[config.mk]
export PLATFORM = sky130hd
export DESIGN_NAME = utf8_safe_truncating_copy
export DESIGN_NICKNAME = d
export VERILOG_FILES = /design/src/sv/utf8stc_pkg.sv /design/src/sv/utf8stc_front.sv /design/src/sv/utf8stc_queue.sv /design/src/sv/utf8stc_back.sv /design/src/sv/utf8_safe_truncating_copy.sv
export SDC_FILE = /design/constraint.sdc
export NUM_CORES = 1
export LEC_CHECK = 0
export BUFFER_PORTS_ARGS = -buffer_cell sky130_fd_sc_hd__buf_4
export CORE_MARGIN = 1
export CORE_UTILIZATION = 51
export CTS_CLUSTER_DIAMETER = 60
export DETAILED_ROUTE_END_ITERATION = 7
export PLACE_DENSITY = 0.77
export SLEW_MARGIN = 15
export SYNTH_ARGS = -nofsm -noshare
export SYNTH_HDL_FRONTEND = slang
export SYNTH_SLANG_ARGS = --single-unit
export TNS_END_PERCENT = 100
[constraint.sdc]
create_clock -name clk -period 2.9 [get_ports clk]
set_input_delay 0.145 -clock clk [delete_from_list [all_inputs] [get_ports clk]]
set_output_delay 0.145 -clock clk [all_outputs]
set_load 0.05 [all_outputs]
[src/sv/utf8stc_pkg.sv]
// Package with shared types, constants and the byte classifier of the truncating copy.
`default_nettype none
package utf8stc_pkg;

	localparam int LEN_BITS_DEFAULT = 16;
	localparam int LEN_BITS_MIN = 8;
	localparam int LEN_BITS_MAX = 32;

	localparam int CFG_DATA_W = 32;
	localparam int CFG_ADDR_W = 3;

	// Register word indexes on the configuration port.
	localparam logic REG_MAX_LEN = 1'b0;

	localparam logic [2:0] ONES_CAP = 3'd7;
	localparam logic [2:0] ONES_CONT = 3'd1;
	localparam logic [2:0] ONES_LEAD2 = 3'd2;

	localparam int QUEUE_DEPTH = 2;

	typedef struct packed {
		logic [7:0] data;
		logic [2:0] ones;
	} item_t;

	// Count of leading one bits, capped at seven (0xFE and 0xFF both give seven).
	function automatic logic [2:0] lead_ones(input logic [7:0] b);
		logic [2:0] n;
		logic       run;
		n = 3'd0;
		run = 1'b1;
		for (int i = 7; i >= 1; i--) begin
			if (run && b[i]) begin
				n = n + 3'd1;
			end else begin
				run = 1'b0;
			end
		end
		return n;
	endfunction

endpackage
`default_nettype wire

[src/sv/utf8stc_front.sv]
// Front stage: accepts source bytes, classifies them and hands them to the queue.
`default_nettype none
module utf8stc_front (
	input  wire logic                 clk,
	input  wire logic                 arst_n,
	input  wire logic                 in_valid,
	output logic                      in_stall,
	input  wire logic [7:0]           src_byte,
	output logic                      push,
	output utf8stc_pkg::item_t        push_item,
	input  wire logic                 q_full
);

	logic               valid_s1;
	utf8stc_pkg::item_t item_s1;
	logic               take;

	assign push      = valid_s1 && !q_full;
	assign push_item = item_s1;
	assign in_stall  = valid_s1 && q_full;
	assign take      = in_valid && !in_stall;

	always_ff @(posedge clk or negedge arst_n) begin
		if (!arst_n) begin
			valid_s1 <= 1'b0;
		end else if (take) begin
			valid_s1 <= 1'b1;
		end else if (push) begin
			valid_s1 <= 1'b0;
		end
	end

	always_ff @(posedge clk) begin
		if (take) begin
			item_s1.data <= src_byte;
			item_s1.ones <= utf8stc_pkg::lead_ones(src_byte);
		end
	end

endmodule
`default_nettype wire

[src/sv/utf8stc_queue.sv]
// Two-entry queue that decouples the classifier from the copy engine.
`default_nettype none
module utf8stc_queue (
	input  wire logic                 clk,
	input  wire logic                 arst_n,
	input  wire logic                 push,
	input  wire utf8stc_pkg::item_t   push_item,
	output logic                      full,
	input  wire logic                 pop,
	output utf8stc_pkg::item_t        pop_item,
	output logic                      empty
);

	localparam int PTR_W = $clog2(utf8stc_pkg::QUEUE_DEPTH);
	localparam int CNT_W = $clog2(utf8stc_pkg::QUEUE_DEPTH + 1);

	utf8stc_pkg::item_t slot_q [utf8stc_pkg::QUEUE_DEPTH];
	logic [PTR_W-1:0]   wr_ptr_q;
	logic [PTR_W-1:0]   rd_ptr_q;
	logic [CNT_W-1:0]   count_q;

	assign full     = (count_q == CNT_W'(utf8stc_pkg::QUEUE_DEPTH));
	assign empty    = (count_q == '0);
	assign pop_item = slot_q[rd_ptr_q];

	always_ff @(posedge clk or negedge arst_n) begin
		if (!arst_n) begin
			wr_ptr_q <= '0;
			rd_ptr_q <= '0;
			count_q  <= '0;
		end else begin
			if (push) begin
				wr_ptr_q <= (wr_ptr_q == PTR_W'(utf8stc_pkg::QUEUE_DEPTH - 1)) ? '0
					: wr_ptr_q + PTR_W'(1);
			end
			if (pop) begin
				rd_ptr_q <= (rd_ptr_q == PTR_W'(utf8stc_pkg::QUEUE_DEPTH - 1)) ? '0
					: rd_ptr_q + PTR_W'(1);
			end
			if (push && !pop) begin
				count_q <= count_q + CNT_W'(1);
			end else if (pop && !push) begin
				count_q <= count_q - CNT_W'(1);
			end
		end
	end

	always_ff @(posedge clk) begin
		if (push) begin
			slot_q[wr_ptr_q] <= push_item;
		end
	end

endmodule
`default_nettype wire

[src/sv/utf8stc_back.sv]
// Copy engine: tracks length and character state and registers each result.
`default_nettype none
module utf8stc_back #(
	parameter int LEN_BITS = utf8stc_pkg::LEN_BITS_DEFAULT
) (
	input  wire logic               clk,
	input  wire logic               arst_n,
	input  wire logic [15:0]        max_len,
	input  wire logic               q_empty,
	input  wire utf8stc_pkg::item_t q_item,
	output logic                    pop,
	output logic                    out_valid,
	input  wire logic               out_stall,
	output logic                    wr_en,
	output logic [15:0]             wr_addr,
	output logic [7:0]              wr_data,
	output logic                    finished,
	output logic [15:0]             copied_len
);

	logic                stopped_q;
	logic [LEN_BITS-1:0] count_q;
	logic [LEN_BITS-1:0] start_q;
	logic [2:0]          pend_q;
	logic                out_valid_q;

	logic                stopped_d;
	logic [LEN_BITS-1:0] count_d;
	logic [LEN_BITS-1:0] start_d;
	logic [2:0]          pend_d;
	logic                en_d;
	logic [LEN_BITS-1:0] addr_d;
	logic [7:0]          data_d;
	logic                buf_full;
	logic                bad_lead;

	assign pop       = !q_empty && (!out_valid_q || !out_stall);
	assign out_valid = out_valid_q;

	// The effective capacity is the smaller of max_len and the counter's top value.
	assign buf_full = (32'(count_q) >= 32'(max_len)) || (&count_q);
	assign bad_lead = (q_item.ones == utf8stc_pkg::ONES_CONT)
		|| (q_item.ones == utf8stc_pkg::ONES_CAP) || (q_item.data == 8'h00);

	always_comb begin
		stopped_d = stopped_q;
		count_d   = count_q;
		start_d   = start_q;
		pend_d    = pend_q;
		en_d      = 1'b0;
		addr_d    = '0;
		data_d    = 8'h00;
		if (stopped_q) begin
			en_d = 1'b0;
		end else if (pend_q == 3'd0) begin
			if (bad_lead || buf_full) begin
				stopped_d = 1'b1;
			end else begin
				en_d    = 1'b1;
				addr_d  = count_q;
				data_d  = q_item.data;
				start_d = count_q;
				count_d = count_q + LEN_BITS'(1);
				pend_d  = (q_item.ones >= utf8stc_pkg::ONES_LEAD2) ? q_item.ones - 3'd1 : 3'd0;
			end
		end else if (q_item.ones == utf8stc_pkg::ONES_CONT && !buf_full) begin
			en_d    = 1'b1;
			addr_d  = count_q;
			data_d  = q_item.data;
			count_d = count_q + LEN_BITS'(1);
			pend_d  = pend_q - 3'd1;
		end else begin
			// The character in progress is cut short: rewind and clear its first byte.
			en_d      = 1'b1;
			addr_d    = start_q;
			data_d    = 8'h00;
			count_d   = start_q;
			pend_d    = 3'd0;
			stopped_d = 1'b1;
		end
	end

	always_ff @(posedge clk or negedge arst_n) begin
		if (!arst_n) begin
			stopped_q   <= 1'b0;
			count_q     <= '0;
			start_q     <= '0;
			pend_q      <= 3'd0;
			out_valid_q <= 1'b0;
		end else begin
			if (pop) begin
				stopped_q <= stopped_d;
				count_q   <= count_d;
				start_q   <= start_d;
				pend_q    <= pend_d;
			end
			if (pop) begin
				out_valid_q <= 1'b1;
			end else if (!out_stall) begin
				out_valid_q <= 1'b0;
			end
		end
	end

	always_ff @(posedge clk) begin
		if (pop) begin
			wr_en      <= en_d;
			wr_addr    <= 16'(addr_d);
			wr_data    <= data_d;
			finished   <= stopped_d;
			copied_len <= 16'(count_d);
		end
	end

endmodule
`default_nettype wire

[src/sv/utf8_safe_truncating_copy.sv]
// Top level of the UTF-8 boundary-safe truncating copy with its register port.
//
//  channel   direction  handshake             payload
//  input     in         in_valid / in_stall   src_byte
//  output    out        out_valid / out_stall wr_en wr_addr wr_data finished copied_len
//  register  in         psel penable pwrite   paddr pwdata prdata (max_len at 0x0)
//
// One byte is taken per cycle while in_stall is low; a byte's result is offered once
// it has passed the classifier register, the queue and the result register, in that order.
// The copy engine does one state update per cycle while the queue holds a byte and the
// output is not stalled, so throughput is one per cycle under those conditions.
// Reset clears the copy state and sets max_len to zero; no clearing pass is needed.
// A stalled output holds its result while the queue keeps taking bytes until full.
`default_nettype none
module utf8_safe_truncating_copy #(
	parameter int LEN_BITS = utf8stc_pkg::LEN_BITS_DEFAULT
) (
	input  wire logic                                clk,
	input  wire logic                                arst_n,
	input  wire logic                                in_valid,
	output logic                                     in_stall,
	input  wire logic [7:0]                          src_byte,
	output logic                                     out_valid,
	input  wire logic                                out_stall,
	output logic                                     wr_en,
	output logic [15:0]                              wr_addr,
	output logic [7:0]                               wr_data,
	output logic                                     finished,
	output logic [15:0]                              copied_len,
	input  wire logic                                psel,
	input  wire logic                                penable,
	input  wire logic                                pwrite,
	input  wire logic [utf8stc_pkg::CFG_ADDR_W-1:0]  paddr,
	input  wire logic [utf8stc_pkg::CFG_DATA_W-1:0]  pwdata,
	output logic [utf8stc_pkg::CFG_DATA_W-1:0]       prdata,
	output logic                                     pready
);

	logic               max_len_sel;
	logic [15:0]        max_len_q;
	logic               push;
	utf8stc_pkg::item_t push_item;
	logic               q_full;
	logic               pop;
	utf8stc_pkg::item_t q_item;
	logic               q_empty;

	assign pready      = 1'b1;
	assign max_len_sel = (paddr[2] == utf8stc_pkg::REG_MAX_LEN);
	assign prdata      = max_len_sel ? utf8stc_pkg::CFG_DATA_W'(max_len_q) : '0;

	always_ff @(posedge clk or negedge arst_n) begin
		if (!arst_n) begin
			max_len_q <= 16'd0;
		end else if (psel && penable && pwrite && pready && max_len_sel) begin
			max_len_q <= pwdata[15:0];
		end
	end

	utf8stc_front u_front (
		.clk       (clk),
		.arst_n    (arst_n),
		.in_valid  (in_valid),
		.in_stall  (in_stall),
		.src_byte  (src_byte),
		.push      (push),
		.push_item (push_item),
		.q_full    (q_full)
	);

	utf8stc_queue u_queue (
		.clk       (clk),
		.arst_n    (arst_n),
		.push      (push),
		.push_item (push_item),
		.full      (q_full),
		.pop       (pop),
		.pop_item  (q_item),
		.empty     (q_empty)
	);

	utf8stc_back #(
		.LEN_BITS (LEN_BITS)
	) u_back (
		.clk        (clk),
		.arst_n     (arst_n),
		.max_len    (max_len_q),
		.q_empty    (q_empty),
		.q_item     (q_item),
		.pop        (pop),
		.out_valid  (out_valid),
		.out_stall  (out_stall),
		.wr_en      (wr_en),
		.wr_addr    (wr_addr),
		.wr_data    (wr_data),
		.finished   (finished),
		.copied_len (copied_len)
	);

endmodule
`default_nettype wire

==> run metrics, run 1 <==
Post-synth top cells=75 x edfxtp_1, 67 x nand2_1, 62 x nor2_1; Root Driver=clkbuf_16; Routed met2 length=9135 microns; maximum VDD drop=541.5 uV; WL met1=7653 microns; Die W=120.6 microns; fin. max-slew vios=0; synth unique cells=slightly below 80; vias post-DR=5861; Initial Util=53.30%; non-filler cells in the finished layout=1016; setup_tns=0 ns; Worst-Skew Late Latency=0.43 ns; switch share=36.64%; largest net degree at the start of global routing=59; Startpoint Class=flop; leakage power figure=approximately 4.1 nW; Synth area leaders=edfxtp_1 31%, dfrtp_1 20%, ha_1 5.1%, nand2_1 3.5%, mux2_2 3.5%; # rows=42; WL final=about 19000 microns; Reg power frac=35.8%; R2R setup slack=0.06 ns; antenna violations before repair=0; H-tree Lvls=4; Tcrit/Tclk final=slightly below 100%; crit path time final=2.843 ns; hold endpoint=u_front.push_item[2]; Final Wtd Congestion=0.9221; count leader, synth=edfxtp_1; area grow syn2layout=30.76%; reg-to-reg endpoint=u_back.copied_len[9]; Max Fclk=351.7 MHz; Syn Area/Cell=roughly 11 sq um; Synth area leader=edfxtp_1; initial drt markers=654; fillers=between 900 and 1000; total of warnings raised by yosys=0; Met3 Wirelength=between 1000 and 1500 microns; worst setup margin=0.05660 ns; Worst Skew=0.01800 ns; critical path's most frequent cell=buf_6; worst r2r src=u_back.count_q[0]; DRC=0; CP peak stage delay=0.41 ns; Max clock buf depth=2; register area share after synthesis=between 50% and 60%; vias in the first global route=5833; kind of critical path=flop to flop; Top Metal Used=met4; drt first pass iters=5; Slew @ Worst Pin=0.8913 ns; required time of the critical path=3.05 ns; setup violation total in the final timing report=0; R2R depth=10; Post-Place Worst Slack=-0.3620 ns; TritonCTS buffer count=17; die area=14540 sq um; io pins=approximately 130; core area=13450 sq um; register bit total from synthesis=around 130; Logic pwr share=34.3%; Hold/Removal Path Class=primary input to flop; # Max-Cap Violations=0; cells after synthesis=roughly 650; CTS sink cnt=133; clk slew on worst S/H paths=0.06 ns; GRT Total Usage=27.11%; Crit. End Element=flop; post-route ant nets=0; number of antenna diodes=0; Final Hold Fails=0; hold depth=3; drt via density=5.769; Top FF cell, synth=edfxtp_1; Clock power frac=29.9%; post-DR wirelength/cell=18.35 microns; P_sw=0.002710 W; relative slew slack=between 40% and 50%; first-pass GRT wire length=29740 microns; worst hold path startpoint=src_byte[4]; worst-path fanout max=7; CTS tree=built; Slowest cell on crit path=dfrtp_1; top-area cell type share of the netlist area=31.41%; layout cells sized above 1=30.36%; number of flops mapped to enable cells by yosys=75; Final Core Density=a little over two thirds; GR Overflow Total=0; outcome=complete, no violations; I/O Buffers=91; dpl cells=953; CP Data Arrival Time=2.99 ns; Pint=0.004686 W; Netlist Area Pre-Place=7171 sq um; HPWL Detailed=13110 microns; CP Cell Sequence=inv_2, ha_4, nand2b_4, a2111o_1, a32o_2, buf_6, nor3_4, buf_6, mux2i_2, o211ai_1; ys async rst share=43.61%; Chip Height=approximately 120 microns; RSZ-0062 raised after global routing=true; Pwr Density=a little under 800 nW/um^2; Nets=around 910
==> critical path: cells and delay by family (launching register included) <==
family          cells  cell delay [ns]
compound gates      3             0.83
simple gates        2             0.51
mux                 1             0.21
fa+ha+maj           1             0.19
buf+inv             3             0.40
flops               1             0.41
==> cells in the final DEF, fill, tap and decap left out, types with 8 or more instances in the layout <==
cell           count
buf_4            156
edfxtp_1          75
nand2_1           67
nor2_1            62
dfrtp_1           57
inv_1             36
a21oi_1           36
ha_1              27
dlygate4sd3_1     27
mux2_2            22
conb_1            17
clkbuf_16         17
mux2i_1           15
o21ai_0           11
nand3_1           10
mux2_4             9
a211oi_1           9
and2_1             8
and3_1             8
==> flip-flops by register name (all words and copies together) (netlist names), 2 cells and up <==
register and cells:
max_len_q 16, u_back.start_q 16, u_back.count_q 16, u_back.wr_addr 16, u_back.pend_q 3, u_queue.slot_q 22
u_back.wr_data 8, u_front.push_item 11, u_back.copied_len 16, u_queue.count_q 2
==> layer usage <==
metal  GRT usage (%)  vias to the layer above
met4           9.877                        0
met1           33.77                     2821
li1                -                     2723
met5               0                        -
met3           7.123                       36
met2           45.37                      281
==> power by group through the flow <==
stage / sequential (W) / clock, W / combinational, W
final: 0.00265 / 0.00221 / 0.00254
after global routing: 0.00269 / 0.00233 / 0.00270
after CTS: 0.00265 / 0.00225 / 0.00251
after detailed placement: 0.00268 / 0 / 0.00244
after global placement: 0.00265 / 0 / 0.00238
after floorplan: 0.00322 / 0 / 0.00114
==> cell families after synthesis <==
logic type | Yosys count | synth area share (%)
multiplexers | 51 | 8.184
other | 2 | 0.1047
flip-flops | 133 | 51.65
adder cells (fa/ha/maj) | 29 | 5.060
AND/OR/NAND/NOR | 208 | 14.48
AO/OA/AOI/OAI | 134 | 13.52
XOR/XNOR | 8 | 0.9770
buffers and inverters | 89 | 6.020
==> area by class of cell <==
| class | count | area [sq um] | share of cell area [%] |
|---|---|---|---|
| tap | 176 | 220.2 | 2.349 |
| clock buffer | 18 | 429.2 | 4.577 |
| timing repair buffer | 187 | 1495 | 15.95 |
| sequential | 133 | 3705 | 39.51 |
| multi-input combinational | 447 | 3191 | 34.03 |
| inverter | 41 | 160.2 | 1.708 |
| clock inverter | 14 | 176.4 | 1.882 |
==> stage by stage <==
step                      power [W]  hold WS [ns]  instance area, sq um
after global placement     0.005031        0.2695                  8366
after global routing       0.007723        0.1680                  9376
final                      0.007396        0.1488                  9376
after CTS                  0.007417        0.1344                  9286
after detailed placement   0.005115        0.2802                  8366
after floorplan            0.004364       -0.1506                  7232
==> what timing repair did <==
action                                 CTS  global route
buffers inserted                         2             2
resized for setup                        4            20
setup endpoints to repair               13            14
pin swaps                                1             6
endpoints found under the hold margin   84             0
hold buffers                            27             0
==> how the worst max path moves through the flow <==
stage          slack (ns)               from  cells past startpoint                    to
2_1_floorplan       -0.04  u_back.count_q[0]                     11  u_back.copied_len[0]
3_3_place_gp        -0.18        src_byte[5]                     17  u_front.push_item[2]
3_5_place_dp        -0.36        src_byte[5]                     17  u_front.push_item[2]
4_1_cts              0.02  u_back.count_q[0]                     10  u_back.copied_len[9]
5_1_grt             -0.02  u_back.count_q[0]                     10  u_back.copied_len[9]
6_report             0.06  u_back.count_q[0]                     10  u_back.copied_len[9]
(Power assumes the default switching activity.)
==> run 2: changes to the inputs <==
--- a/config.mk
+++ b/config.mk
@@ -7,10 +7,10 @@
 export LEC_CHECK = 0
 export BUFFER_PORTS_ARGS = -buffer_cell sky130_fd_sc_hd__buf_4
 export CORE_MARGIN = 1
-export CORE_UTILIZATION = 51
+export CORE_UTILIZATION = 55
 export CTS_CLUSTER_DIAMETER = 60
 export DETAILED_ROUTE_END_ITERATION = 7
-export PLACE_DENSITY = 0.77
+export PLACE_DENSITY = 0.79
 export SLEW_MARGIN = 15
 export SYNTH_ARGS = -nofsm -noshare
 export SYNTH_HDL_FRONTEND = slang
==> constraint.sdc (replaced) <==
create_clock -name clk -period 3.3 [get_ports clk]
set_input_delay 0.165 -clock clk [delete_from_list [all_inputs] [get_ports clk]]
set_output_delay 0.165 -clock clk [all_outputs]
set_load 0.05 [all_outputs]
==> run metrics, run 2 (same netlist as run 1, synthesis figures left out) <==
relative slew slack=between 40 and 50%; leakage power figure=3.904 nW; Die W=116.2 microns; hold_ws=~0.19 ns; I/O Buffers=91; footprint of the multi-input gates=3098 sq um; CP Data Arrival Time=3.34 ns; number of antenna diodes=0; WL final=17420 microns; Pwr Density=691.8 nW/um^2; Tcrit/Tclk final=93.96%; clk slew on worst S/H paths=around 0.06 ns; Slew @ Worst Pin=0.8803 ns; # rows=41; fillers=908; CTS tree=built; vias post-DR=between 5000 and 6000; setup violation total in the final timing report=0; most common cell after layout, fill and taps aside=buf_4; crit path time final=3.101 ns; post-route ant nets=0; max FFs per register=22; setup_tns=0 ns; # Max-Cap Violations=0; drt first pass iters=5; Slowest cell on crit path=a2111o_1; Buf/Inv on CP=1; vias in the first global route=5466; TritonCTS buffer count=17; initial drt markers=538; Final Hold Fails=0; outcome=complete, no violations; area grow syn2layout=24.83%; Worst-Skew Late Latency=0.43 ns; Startpoint Class=flop; first-pass GRT wire length=28060 microns; Final Wtd Congestion=0.9135; core area=about 13000 sq um; fin. max-slew vios=0; Max Fclk=between 300 and 400 MHz; DRC=0; CP Cell Sequence=ha_1, nand2b_1, a2111o_1, a32oi_4, nand4_1, buf_4, or3_1, o211ai_1; worst-path fanout max=9; H-tree Lvls=4; Chip Height=116.2 microns; register area=3704 sq um; PostCTS Resize Cnt=0; CP delay by family, top=compound AO/OA/AOI/OAI gates; maximum VDD drop=~460 uV; CTS sink cnt=133; commonest cells after routing, fill and taps aside=125 x buf_4, 75 x edfxtp_1, 67 x nand2_1; GRT Total Usage=27.92%; Nets=871; GR Overflow Total=0; Initial Util=56.59%; die area=13500 sq um; drt via density=5.801; Max clock buf depth=2; layout cells sized above 1=25.71%; Root Driver=clkbuf_16; Most flops, register=u_queue.slot_q; antenna violations before repair=0; Worst Skew=~0.012 ns; kind of critical path=flop to flop; Hold/Removal Path Class=primary input to flop; HPWL Detailed=approximately 12000 microns; largest net degree at the start of global routing=59; required time of the critical path=~3.5 ns; CP peak stage delay=0.46 ns; io pins=127; RSZ-0062 raised after global routing=false; Crit. End Element=flop; post-DR wirelength/cell=17.83 microns
run 2: routing by layer:
metal,vias to the layer above,track usage (%),routed length (microns)
met5,-,0,0
met4,0,10.60,263
met3,24,6.539,1451
met2,289,45.71,8558
met1,2700,36.22,7147
li1,2655,-,-
run 2: final timing paths:
path	start	to	slack, ns	depth (start not counted)
min in group asynchronous	arst_n	max_len_q[10]	0.38	2
setup reg to reg	max_len_q[0]	u_back.copied_len[9]	0.20	8
hold / removal	src_byte[5]	u_front.push_item[2]	0.19	3
setup / recovery	max_len_q[0]	u_back.copied_len[9]	0.20	8
max in group asynchronous	arst_n	u_back.start_q[11]	2.40	2
hold reg to reg	u_front.push_item[3]	u_queue.slot_q[1][3]	0.44	0
run 2: stage by stage:
stage | utilization (%) | cell area (sq um) | instances | total power, W | setup WS (ns)
2_1_floorplan | - | 7227 | 669 | 0.003832 | 0.1960
3_3_place_gp | 64.02 | 8112 | 918 | 0.004321 | 0.1428
3_5_place_dp | 64.02 | 8112 | 918 | 0.004390 | 0.07823
4_1_cts | 70.64 | 8951 | 977 | 0.006220 | 0.2317
5_1_grt | 70.64 | 8951 | 977 | 0.006470 | 0.07304
6_report | 70.64 | 8951 | 977 | 0.006193 | 0.1992
run 2: report_power, final:
part           switching (W)  internal (W)  leakage [nW]
Clock               0.000735       0.00107         0.272
Combinational        0.00143      0.000650          2.19
Sequential          0.000142       0.00217          1.45
run 2: layout make-up:
class	count	share of cell area [%]
clock buffer	19	4.948
timing repair buffer	152	13.50
clock inverter	13	1.412
tap	172	2.404
multi-input combinational	447	34.61
sequential	133	41.38
inverter	41	1.747
run 2: repair_timing:
action	CTS	global route
setup buffers	0	0
hold buffers	27	0
hold endpoints to repair	84	0
run 2: worst register-to-register path, stage by stage (launching register included):
cell and delay [ns]:
dfrtp_1 0.42, ha_1 0.29, nand2b_1 0.13, a2111o_1 0.46, a32oi_4 0.36, nand4_1 0.45, buf_4 0.34, or3_1 0.35
o211ai_1 0.12
==> run 3: changes to the inputs <==
--- a/config.mk
+++ b/config.mk
@@ -7,10 +7,10 @@
 export LEC_CHECK = 0
 export BUFFER_PORTS_ARGS = -buffer_cell sky130_fd_sc_hd__buf_4
 export CORE_MARGIN = 1
-export CORE_UTILIZATION = 55
+export CORE_UTILIZATION = 36
 export CTS_CLUSTER_DIAMETER = 60
 export DETAILED_ROUTE_END_ITERATION = 7
-export PLACE_DENSITY = 0.79
+export GPL_ROUTABILITY_DRIVEN = 1
 export SLEW_MARGIN = 15
 export SYNTH_ARGS = -nofsm -noshare
 export SYNTH_HDL_FRONTEND = slang
==> run metrics, run 3 (same netlist as run 1, synthesis figures left out) <==
outcome=complete, no violations; Chip Height=143.1 microns; GRT Total Usage=between 10% and 20%; non-filler cells in the finished layout=1078; Clock power frac=32.1%; antenna violations before repair=0; I/O Buffers=91; layout cells sized above 1=a little over a quarter; area grow syn2layout=28.62%; leakage power figure=3.985 nW; Buf/Inv on CP=1; io pins=between 100 and 150; Worst-Skew Late Latency=0.43 ns; Nets=879; fin. max-slew vios=0; Slowest cell on crit path=o31ai_2; first-pass GRT wire length=between 20000 and 30000 microns; maximum VDD drop=462.1 uV; clk slew on worst S/H paths=~0.06 ns; relative slew slack=between 20% and 30%; footprint of the multi-input gates=3098 sq um; GR Overflow Total=0; worst-path fanout max=12; RSZ-0062 raised after global routing=false; Crit. End Element=flop; total stage count of the critical path=8; post-CTS setup buffers=0; core area=19460 sq um; Max Fclk=approximately 310 MHz; CP delay by family, top=compound AO/OA/AOI/OAI gates; worst setup margin=0.09145 ns; kind of critical path=flop to flop; Slew @ Worst Pin=1.074 ns; largest net degree at the start of global routing=59; CP peak stage delay=roughly 0.89 ns; Post-Place Worst Slack=0.07028 ns; worst r2r src=max_len_q[0]; vias post-DR=5548; WL final=17360 microns; Hold/Removal Path Class=primary input to flop; Final Wtd Congestion=0.8877; required time of the critical path=3.48 ns; Worst Setup EP=u_back.copied_len[3]; Logic pwr share=32.5%; Max clock buf depth=2; most common cell after layout, fill and taps aside=buf_4; die area=20490 sq um; Critical path origin=max_len_q[0]; CTS tree=built; crit path time final=3.209 ns; Pwr Density=706.9 nW/um^2; P_sw=0.002322 W; R2R depth=8; reg-to-reg endpoint=u_back.copied_len[3]; number of antenna diodes=0; switch share=between 30% and 40%; fillers=between 1500 and 2000; CTS sink cnt=133; H-tree Lvls=4; initial drt markers=320; post-DR wirelength/cell=16.11 microns; Startpoint Class=flop; max FFs per register=22; Total Power=0.006519 W; HPWL Detailed=12200 microns; vias in the first global route=5391; drt first pass iters=5; Initial Util=36.84%; dpl cells=1019; Most flops, register=u_queue.slot_q; Pint=0.004197 W; setup_tns=0 ns; Die W=143.1 microns; PostCTS Resize Cnt=0; commonest cells after routing, fill and taps aside=132 x buf_4, 75 x edfxtp_1, 67 x nand2_1; CP Data Arrival Time=3.39 ns; DRC=0; R2R setup slack=0.09 ns; register area=3704 sq um; Worst Skew=0.009343 ns; # Max-Cap Violations=0; TritonCTS buffer count=17; setup violation total in the final timing report=0; # rows=approximately 50; cts hold-fix bufs=27; Final Hold Fails=0; Root Driver=clkbuf_16; drt via density=5.147; CP Cell Sequence=ha_1, nand2b_1, a2111o_1, a32o_2, o31ai_2, buf_4, a2bb2oi_1, and3_1; post-route ant nets=0; Tcrit/Tclk final=a little over nine tenths; Reg power frac=35.4%
[run 3: changes by cell type in the layout (fill, tap and decap cells not counted)]
cell and delta:
buf_12 +1, buf_4 +7, bufinv_16 +4, clkbuf_8 -1
clkinv_2 -1, clkinv_4 -1, clkinvlp_4 -1, inv_1 -1
inv_2 +1, inv_6 +1, inv_8 -1
[run 3: worst min-delay path: stages]
cell and delay, ns:
buf_4 0.12, nand2_1 0.11, nor3_1 0.06
[run 3: layer usage]
layer	vias up	global-route usage, %	wire length, microns
met5	-	0	0
li1	2659	-	-
met4	0	8.489	556
met2	202	30.42	8508
met3	43	4.460	1024
met1	2644	21.49	7271
[run 3: worst min-delay path by stage]
stage                     depth (start not counted)   startpoint  slack (ns)              endpoint
after floorplan                                   0       arst_n       -0.13          max_len_q[0]
after global placement                            1       arst_n        0.31    u_back.start_q[12]
after detailed placement                          1       arst_n        0.31    u_back.start_q[15]
after CTS                                         3  src_byte[5]        0.18  u_front.push_item[2]
after global routing                              3  src_byte[5]        0.20  u_front.push_item[2]
final                                             3  src_byte[5]        0.20  u_front.push_item[2]
[run 3: cell type report]
| cell class | count | share of cell area, % |
|---|---|---|
| clock buffers | 18 | 4.653 |
| well taps | 265 | 3.595 |
| clock inverters | 14 | 2.415 |
| repair buffers | 160 | 13.89 |
| inverters | 41 | 1.696 |
| multi-input cells | 447 | 33.59 |
| flip-flops and latches | 133 | 40.16 |
[run 3: power by group through the flow]
stage          Sequential, W  Combinational, W  Clock (W)
3_5_place_dp         0.00234           0.00210          0
4_1_cts              0.00231           0.00214    0.00213
2_1_floorplan        0.00283          0.000998          0
6_report             0.00231           0.00212    0.00209
5_1_grt              0.00235           0.00228    0.00219
3_3_place_gp         0.00234           0.00209          0
[run 3: stage by stage]
stage | hold slack [ns] | cell area (sq um) | utilization [%]
finish | 0.1979 | 9223 | 47.39
global route | 0.2017 | 9223 | 47.39
CTS | 0.1837 | 9223 | 47.39
detailed placement | 0.3108 | 8300 | 42.65
global placement | 0.3115 | 8300 | 42.65
floorplan | -0.1306 | 7227 | -
